**config.mk**
```make
export PLATFORM = sky130hd
export DESIGN_NAME = tick_timekeeper_with_countdown_unit
export DESIGN_NICKNAME = d
export VERILOG_FILES = /design/src/design/tktc_pkg.sv /design/src/design/tktc_wall_clock.sv /design/src/design/tktc_uptime.sv /design/src/design/tick_timekeeper_with_countdown_unit.sv
export SDC_FILE = /design/constraint.sdc
export NUM_CORES = 1
export LEC_CHECK = 0
export ABC_AREA = 1
export CAP_MARGIN = 15
export CORE_ASPECT_RATIO = 2
export CORE_MARGIN = 2
export CORE_UTILIZATION = 53
export CTS_CLUSTER_DIAMETER = 40
export DETAILED_ROUTE_END_ITERATION = 7
export DONT_BUFFER_PORTS = 1
export GPL_TIMING_DRIVEN = 1
export HOLD_SLACK_MARGIN = 0.12
export PLACE_DENSITY = 0.68
export SYNTH_ARGS = -nofsm -noshare
export SYNTH_HDL_FRONTEND = slang
export SYNTH_HIERARCHICAL = 1
export SYNTH_SLANG_ARGS = --single-unit
```
**constraint.sdc**
```tcl
create_clock -name clk -period 8.9 [get_ports clk]
set_input_delay 1.78 -clock clk [delete_from_list [all_inputs] [get_ports clk]]
set_output_delay 1.78 -clock clk [all_outputs]
set_load 0.05 [all_outputs]
```
**src/design/tktc_pkg.sv**
```systemverilog
// Shared constants, types and helpers for the tick timekeeper.
`default_nettype none

package tktc_pkg;

  // Default tick rate, in ticks per second.
  localparam int unsigned TICKS_PER_SECOND_DEF = 1600;

  // Fixed field widths of the request and result.
  localparam int unsigned SUB_SECOND_W = 11;
  localparam int unsigned SEC_W        = 6;
  localparam int unsigned MIN_W        = 6;
  localparam int unsigned HOUR_W       = 32;
  localparam int unsigned TICK_W       = 32;
  localparam int unsigned UPSEC_W      = 32;
  localparam int unsigned LOAD_W       = 8;

  // Wall-clock limits.
  localparam logic [SEC_W-1:0] LAST_SECOND = SEC_W'(59);
  localparam logic [MIN_W-1:0] LAST_MINUTE = MIN_W'(59);

  // Request command codes.
  localparam logic CMD_TICK = 1'b0;
  localparam logic CMD_LOAD = 1'b1;

  // Events raised by the wall-clock cascade.
  typedef struct packed {
    logic second;
    logic ten_second;
  } wall_event_t;

  // True when a seconds value is a multiple of ten below 60.
  function automatic logic is_ten_multiple(input logic [SEC_W-1:0] value);
    return (value == SEC_W'(0))  || (value == SEC_W'(10)) ||
           (value == SEC_W'(20)) || (value == SEC_W'(30)) ||
           (value == SEC_W'(40)) || (value == SEC_W'(50));
  endfunction

endpackage

`default_nettype wire

```
**src/design/tktc_wall_clock.sv**
```systemverilog
// Wall-clock cascade: sub-second, seconds, minutes and hours.
`default_nettype none

module tktc_wall_clock #(
  parameter int unsigned TICKS_PER_SECOND = tktc_pkg::TICKS_PER_SECOND_DEF,
  localparam int unsigned SW = $clog2(TICKS_PER_SECOND)
) (
  input  wire                             clk,
  input  wire                             rst,
  input  wire                             tick,
  output logic [SW-1:0]                   sub_second_next,
  output logic [tktc_pkg::SEC_W-1:0]      seconds_next,
  output logic [tktc_pkg::MIN_W-1:0]      minutes_next,
  output logic [tktc_pkg::HOUR_W-1:0]     hours_next,
  output tktc_pkg::wall_event_t           events
);

  localparam logic [SW-1:0] LAST_SUB = SW'(TICKS_PER_SECOND - 1);

  logic [SW-1:0]                   sub_second_count;
  logic [tktc_pkg::SEC_W-1:0]      second_count;
  logic [tktc_pkg::MIN_W-1:0]      minute_count;
  logic [tktc_pkg::HOUR_W-1:0]     hour_count;

  logic sub_wrap;
  logic sec_wrap;
  logic min_wrap;

  // Carry chain of the cascade; each stage advances on the wrap of the one below.
  assign sub_wrap = tick && (sub_second_count == LAST_SUB);
  assign sec_wrap = sub_wrap && (second_count == tktc_pkg::LAST_SECOND);
  assign min_wrap = sec_wrap && (minute_count == tktc_pkg::LAST_MINUTE);

  always_comb begin
    sub_second_next = sub_second_count;
    seconds_next    = second_count;
    minutes_next    = minute_count;
    hours_next      = hour_count;
    if (tick) begin
      sub_second_next = sub_wrap ? '0 : sub_second_count + SW'(1);
    end
    if (sub_wrap) begin
      seconds_next = sec_wrap ? '0 : second_count + tktc_pkg::SEC_W'(1);
    end
    if (sec_wrap) begin
      minutes_next = min_wrap ? '0 : minute_count + tktc_pkg::MIN_W'(1);
    end
    if (min_wrap) begin
      hours_next = hour_count + tktc_pkg::HOUR_W'(1);
    end
  end

  // Events of this tick.
  assign events.second     = sub_wrap;
  assign events.ten_second = sub_wrap && tktc_pkg::is_ten_multiple(seconds_next);

  // State registers.
  always_ff @(posedge clk) begin
    if (rst) begin
      sub_second_count <= '0;
      second_count     <= '0;
      minute_count     <= '0;
      hour_count       <= '0;
    end else begin
      sub_second_count <= sub_second_next;
      second_count     <= seconds_next;
      minute_count     <= minutes_next;
      hour_count       <= hours_next;
    end
  end

endmodule

`default_nettype wire

```
**src/design/tktc_uptime.sv**
```systemverilog
// Free-running tick count, uptime seconds and the seconds countdown.
`default_nettype none

module tktc_uptime #(
  parameter int unsigned TICKS_PER_SECOND = tktc_pkg::TICKS_PER_SECOND_DEF,
  localparam int unsigned SW = $clog2(TICKS_PER_SECOND)
) (
  input  wire                              clk,
  input  wire                              rst,
  input  wire                              tick,
  input  wire                              load,
  input  wire  [tktc_pkg::LOAD_W-1:0]      load_value,
  output logic [tktc_pkg::TICK_W-1:0]      ticks_next,
  output logic [tktc_pkg::UPSEC_W-1:0]     uptime_seconds_next,
  output logic [tktc_pkg::LOAD_W-1:0]      countdown_next,
  output logic                             timeout
);

  localparam logic [SW-1:0] LAST_PHASE = SW'(TICKS_PER_SECOND - 1);

  logic [tktc_pkg::TICK_W-1:0]   tick_total;
  logic [SW-1:0]                 tick_phase;
  logic [tktc_pkg::UPSEC_W-1:0]  uptime_second_count;
  logic [tktc_pkg::LOAD_W-1:0]   countdown_count;

  logic [SW-1:0] phase_next;
  logic          whole_second;
  logic          counting;

  // Tick count and its phase; the phase restarts at each whole second and when the count wraps.
  always_comb begin
    ticks_next = tick_total;
    phase_next = tick_phase;
    if (tick) begin
      ticks_next = tick_total + tktc_pkg::TICK_W'(1);
      if (ticks_next == '0 || tick_phase == LAST_PHASE) begin
        phase_next = '0;
      end else begin
        phase_next = tick_phase + SW'(1);
      end
    end
  end

  assign whole_second = tick && (phase_next == '0);
  assign counting     = whole_second && (countdown_count != '0);

  // Uptime seconds and the countdown, which steps on the same ticks.
  always_comb begin
    uptime_seconds_next = uptime_second_count;
    countdown_next      = countdown_count;
    if (load) begin
      countdown_next = load_value;
    end else if (counting) begin
      countdown_next = countdown_count - tktc_pkg::LOAD_W'(1);
    end
    if (whole_second) begin
      uptime_seconds_next = uptime_second_count + tktc_pkg::UPSEC_W'(1);
    end
  end

  assign timeout = counting && (countdown_count == tktc_pkg::LOAD_W'(1));

  // State registers.
  always_ff @(posedge clk) begin
    if (rst) begin
      tick_total          <= '0;
      tick_phase          <= '0;
      uptime_second_count <= '0;
      countdown_count     <= '0;
    end else begin
      tick_total          <= ticks_next;
      tick_phase          <= phase_next;
      uptime_second_count <= uptime_seconds_next;
      countdown_count     <= countdown_next;
    end
  end

endmodule

`default_nettype wire

```
**src/design/tick_timekeeper_with_countdown_unit.sv**
```systemverilog
// Top level of the tick timekeeper with a seconds countdown.
//
// Input channel (in_valid, in_stall, cmd, timer_load): each request is either
// one timer tick (cmd = 0) or a load of the countdown (cmd = 1).
// Output channel (out_valid, out_stall and the result fields): exactly one
// result per request, in request order, giving the state after the request.
// A request is taken into an input register, runs through one pass of counter
// logic and lands in the output register. One request per cycle is sustained
// while the receiver does not stall; the figure is set by the single counter
// pass between the two registers.
// When the receiver stalls, the output register holds its result and the
// input register holds the next request; in_stall rises only once both are
// full, so no request is lost or repeated.
// Reset (rst, synchronous) clears all counters, the countdown and both
// register valids; the first tick after reset reports a sub-second of one.
// Events: second and ten-second on the wall-clock carries, timeout when the
// countdown reaches zero, key scan on every tick; a load raises none.
`default_nettype none

module tick_timekeeper_with_countdown_unit #(
  parameter int unsigned TICKS_PER_SECOND = tktc_pkg::TICKS_PER_SECOND_DEF
) (
  input  wire                                  clk,
  input  wire                                  rst,
  input  wire                                  in_valid,
  output logic                                 in_stall,
  input  wire                                  cmd,
  input  wire  [tktc_pkg::LOAD_W-1:0]          timer_load,
  output logic                                 out_valid,
  input  wire                                  out_stall,
  output logic [tktc_pkg::SUB_SECOND_W-1:0]    sub_second,
  output logic [tktc_pkg::SEC_W-1:0]           seconds,
  output logic [tktc_pkg::MIN_W-1:0]           minutes,
  output logic [tktc_pkg::HOUR_W-1:0]          hours,
  output logic [tktc_pkg::TICK_W-1:0]          uptime_ticks,
  output logic [tktc_pkg::UPSEC_W-1:0]         uptime_seconds,
  output logic [tktc_pkg::LOAD_W-1:0]          countdown_left,
  output logic                                 second_event,
  output logic                                 ten_second_event,
  output logic                                 timeout_event,
  output logic                                 key_scan_event
);

  localparam int unsigned SW = $clog2(TICKS_PER_SECOND);

  // Input register.
  logic                          req_valid;
  logic                          req_cmd;
  logic [tktc_pkg::LOAD_W-1:0]   req_load;

  logic advance;
  logic tick;
  logic load;

  logic [SW-1:0]                            sub_next;
  logic [SW+tktc_pkg::SUB_SECOND_W-1:0]     sub_ext;
  logic [tktc_pkg::SEC_W-1:0]               sec_next;
  logic [tktc_pkg::MIN_W-1:0]               min_next;
  logic [tktc_pkg::HOUR_W-1:0]              hour_next;
  logic [tktc_pkg::TICK_W-1:0]              ticks_next;
  logic [tktc_pkg::UPSEC_W-1:0]             upsec_next;
  logic [tktc_pkg::LOAD_W-1:0]              countdown_next;
  logic                                     timeout;
  tktc_pkg::wall_event_t                    wall_events;

  // The held request moves on whenever the output register is free or drains.
  assign advance  = req_valid && (!out_valid || !out_stall);
  assign in_stall = req_valid && !advance;
  assign tick     = advance && (req_cmd == tktc_pkg::CMD_TICK);
  assign load     = advance && (req_cmd == tktc_pkg::CMD_LOAD);

  always_ff @(posedge clk) begin
    if (rst) begin
      req_valid <= 1'b0;
    end else if (!in_stall) begin
      req_valid <= in_valid;
    end
  end

  always_ff @(posedge clk) begin
    if (!in_stall && in_valid) begin
      req_cmd  <= cmd;
      req_load <= timer_load;
    end
  end

  // Counter logic.
  tktc_wall_clock #(
    .TICKS_PER_SECOND(TICKS_PER_SECOND)
  ) u_wall_clock (
    .clk             (clk),
    .rst             (rst),
    .tick            (tick),
    .sub_second_next (sub_next),
    .seconds_next    (sec_next),
    .minutes_next    (min_next),
    .hours_next      (hour_next),
    .events          (wall_events)
  );

  tktc_uptime #(
    .TICKS_PER_SECOND(TICKS_PER_SECOND)
  ) u_uptime (
    .clk                 (clk),
    .rst                 (rst),
    .tick                (tick),
    .load                (load),
    .load_value          (req_load),
    .ticks_next          (ticks_next),
    .uptime_seconds_next (upsec_next),
    .countdown_next      (countdown_next),
    .timeout             (timeout)
  );

  // The sub-second field carries the low bits of the counter.
  assign sub_ext = {{tktc_pkg::SUB_SECOND_W{1'b0}}, sub_next};

  // Output register.
  always_ff @(posedge clk) begin
    if (rst) begin
      out_valid <= 1'b0;
    end else if (advance) begin
      out_valid <= 1'b1;
    end else if (!out_stall) begin
      out_valid <= 1'b0;
    end
  end

  always_ff @(posedge clk) begin
    if (advance) begin
      sub_second       <= sub_ext[tktc_pkg::SUB_SECOND_W-1:0];
      seconds          <= sec_next;
      minutes          <= min_next;
      hours            <= hour_next;
      uptime_ticks     <= ticks_next;
      uptime_seconds   <= upsec_next;
      countdown_left   <= countdown_next;
      second_event     <= wall_events.second;
      ten_second_event <= wall_events.ten_second;
      timeout_event    <= timeout;
      key_scan_event   <= tick;
    end
  end

  // A load result carries no events.
  assert property (@(posedge clk) disable iff (rst)
    (out_valid && !key_scan_event) |->
      (!second_event && !ten_second_event && !timeout_event))
    else $error("event raised on a load result");

  // A ten-second event only comes with a second boundary.
  assert property (@(posedge clk) disable iff (rst)
    (out_valid && ten_second_event) |-> second_event)
    else $error("ten-second event without second event");

  // A timeout leaves the countdown at zero.
  assert property (@(posedge clk) disable iff (rst)
    (out_valid && timeout_event) |-> (countdown_left == '0))
    else $error("timeout with countdown still running");

  // The input side only stalls while the output side is held.
  assert property (@(posedge clk) disable iff (rst)
    in_stall |-> (out_valid && out_stall && req_valid))
    else $error("input stalled while output free");

endmodule

`default_nettype wire
```
==> impl_metrics.csv <==
group,metric,value,unit
routing,top_layer_used,"met5",
timing,final.min_clock_period,4.709,ns
timing,fin_ws,4.191,ns
timing,finalSetupTns,0,ns
logic_synthesis,synth_area,13660,sq um
timing,worst_pin_slew,0.9216,ns
timing,fmax,212.3,MHz
min_path,hold_path_class,"reg -> reg",
floorplan,chipWidth,117.5,um
timing,hold_violations,0,
timing,setup_viol,0,
run_status,status,"finished clean",
timing,slew_headroom,38.56,%
pwr,power.density,192.3,nW/um^2
cts,cts_max_path_buffers,3,
run,cap_violations,0,
min_path,holdCritStartpoint,"req_valid$_SDFFE_PP0N_",
setup_path,criticalPathCategory,"in -> reg",
routing,met1_length,11.80,mm
pwr,peakVddDrop,146.7,uV
pwr,leakage,6.031,nW
routing,num_vias,10520,
grt,grt_pass1_wl,52.13,mm
grt,grt.total_usage,23.83,%
finish,final_util,58.24,%
setup_path,end_kind,"flop",
logic_synthesis,synth_cell_types,50,
grt,grt_pass1_vias,10370,
setup_path,cp_max_fo,60,
pwr,power.total,2.862,mW
timing,min_period_over_period,52.91,%
setup_path,max_stage_delay,0.50,ns
setup_path,setup.worst_path.start,"out_stall",
setup_path,cp_data_required_time,9.21,ns
floorplan,start_util,53.46,%
logic_synthesis,synth-edff-count,140,
floorplan,io_pins,146,
timing,finalMaxSlewViolations,0,
setup_path,r2r-end,"uptime_seconds[19]$_DFFE_PP_",
routing,viasPerCell,5.240,
placement,place_ws,3.576,ns
setup_path,reg2reg_slack,4.81,ns
cts,clk_pin_slew_worst_paths,0.07,ns
floorplan,fp.coreArea,25550,sq um
logic_synthesis,synthTopCellsByArea,"edfxtp_1 31%, dfxtp_1 21%, nand2_1 13%, nor2_1 5.1%, inv_1 5.0%",
cts,cts_resized,0,
routing,routed_wl,32.17,mm
cts,cts_max_level,1,
placement,dp_hpwl,23.19,mm
cts,cts_buffers,28,
cts,postCtsSetupBuffers,0,
placement,io_buffers,0,
logic_synthesis,synth-main-ff-cell,"edfxtp_1",
cts,clkLatencyLatePin,0.57,ns
routing,drc,0,
routing,wl_met3,1.380,mm
grt,grt-ovfl-total,0,
logic_synthesis,ys_seq_area_share,51.31,%
setup_path,cp_cell_sequence,"nand2_1, nand2_1, nor2_4, buf_4, nand3_1, nor2_1, nand3_1, nor2_1, nand3_1, nand2_1, inv_1, o41ai_1, nand2_1, nor2_4, buf_4, nand3_2, xor2_1",
setup_path,startpoint_type,"primary input",
setup_path,reg2reg_from,"out_valid$_SDFFE_PP0P_",
finish,synthToLayoutAreaGrowth,8.951,%
logic_synthesis,syn_area_per_cell,8.282,sq um
logic_synthesis,synth_top_area_cell,"edfxtp_1",
setup_path,cp.arrival,5.02,ns
grt,grt_max_degree,141,
routing,ant_nets,0,
logic_synthesis,synth_seq_cells,280,
floorplan,die_y,231.0,um
setup_path,worstRegToRegCells,17,
timing,rsz0062_at_grt,"no",
setup_path,critPathTopFamily,"simple AND/OR/NAND/NOR gates",
finish,final_cell_mix,"483 x nand2_1, 184 x nor2_1, 180 x inv_1",
setup_path,crit_top_cell,"nand2_1",
routing,wl_met2,17.53,mm
routing,firstDrtPassIters,5,
routing,first_iter_violations,461,
placement,place_congestion,0.9239,
cts,cts_root_buffer,"clkbuf_16",
cts,cts_sinks,280,
finish,layout_commonest_cell,"nand2_1",
grt,antenna_found_initial,4,
logic_synthesis,synth_warnings,6,
setup_path,cp_num_buf_inv,3,
finish,nFillCells,2376,
cts,postCtsHoldBufs,0,
logic_synthesis,yosys.area.top_type_share,30.78,%
min_path,whs_endpoint,"out_valid$_SDFFE_PP0P_",
finish,fin_nets,1668,
finish,antennaDiodeCount,0,
floorplan,die_area,27140,sq um
logic_synthesis,syn-num-nets,1672,
routing,routedWlPerCell,16.03,um
cts,cts_tree,"built",
setup_path,slowest_stage,"buf_4",
finish,drive_above_1_share,9.958,%
logic_synthesis,synthCells,1649,
floorplan,rows,83,
timing,finClkSkew,0.02165,ns
logic_synthesis,async_flop_share,0,%
min_path,holdPathStages,2,
[kinds of logic (layout without fill, tap and decap cells)]
kind of cell               Yosys count  after routing  synth area share [%]
AOI/OAI and AO/OA                  133            133                 5.763
xor gates and xnor gates            72             72                 4.673
adders and majority gates           10             10                0.9162
buffers and inverters              227            245                 6.862
DFF                                280            280                 51.31
and+or+nand+nor                    927            927                 30.48
[state kept, by name, summed over array words and instances (netlist names), 6 cells and up]
register	flops
countdown_left	8
hours	32
minutes	6
req_load	8
seconds	6
sub_second	11
u_uptime/countdown_count	8
u_uptime/tick_phase	11
u_uptime/tick_total	32
u_uptime/uptime_second_count	32
u_wall_clock/hour_count	32
u_wall_clock/minute_count	6
u_wall_clock/second_count	6
u_wall_clock/sub_second_count	11
uptime_seconds	32
uptime_ticks	32
[synth_stat cells (all sizes together), types with 7 or more instances]
cell type and instances:
clkbuf 18, o21ai 43, buf 20, xor2 56, xnor2 16, inv 188
nor3 54, nand3 82, nor4 15, or2 7, nand3b 18, edfxtp 140
nand2 518, nor2 206, ha 10, dfxtp 140, nand4 22, a21oi 82
[layout make-up]
type                            instances  area (sq um)  share of cell area (%)
Clock buffer                           30         708.2                   4.759
Timing Repair Buffer                    4         30.03                  0.2018
Sequential cell                       280          7007                   47.09
Inverter                              189         713.2                   4.793
Multi-Input combinational cell       1142          5725                   38.48
Clock inverter                         22         270.3                   1.816
Tap cell                              340         425.4                   2.859
[metal layers]
metal / global-route usage (%) / vias to the layer above
met3: 4.183 / 80
met2: 46.09 / 228
met4: 10.88 / 6
met5: 0 / -
met1: 24.69 / 4885
li1: - / 5317
[per-stage QoR]
stage          hold WS, ns  instance area [sq um]  instances
3_5_place_dp        0.4717                  13900       1955
2_1_floorplan       0.4498                  13660       1649
6_report            0.4790                  14880       2007
5_1_grt             0.5131                  14880       2007
3_3_place_gp        0.4657                  13900       1955
4_1_cts             0.4755                  14880       2007
[where the power goes]
part	switching, mW	internal, mW	total [mW]
logic	0.0644	0.0253	0.0897
clock network	0.535	0.710	1.24
registers	0.130	1.40	1.53
total	0.729	2.13	2.86
[worst max path at each step]
stage                                               to  slack (ns)  depth (start not counted)
after detailed placement  uptime_seconds[19]$_DFFE_PP_        3.58                         17
after global placement    uptime_seconds[19]$_DFFE_PP_        3.68                         19
after floorplan            countdown_left[0]$_DFFE_PP_        3.94                          3
after global routing       countdown_left[0]$_DFFE_PP_        3.79                         18
final                     uptime_seconds[19]$_DFFE_PP_        4.19                         17
after CTS                 uptime_seconds[19]$_DFFE_PP_        4.19                         17
[tightest hold or removal path, delay by kind of cell, from the launching register on]
family | cells | cell delay, ns
DFF | 1 | 0.33
AOI/OAI and AO/OA | 1 | 0.05
buffers and inverters | 1 | 0.05
No activity file was read; power rests on OpenSTA's default activity.
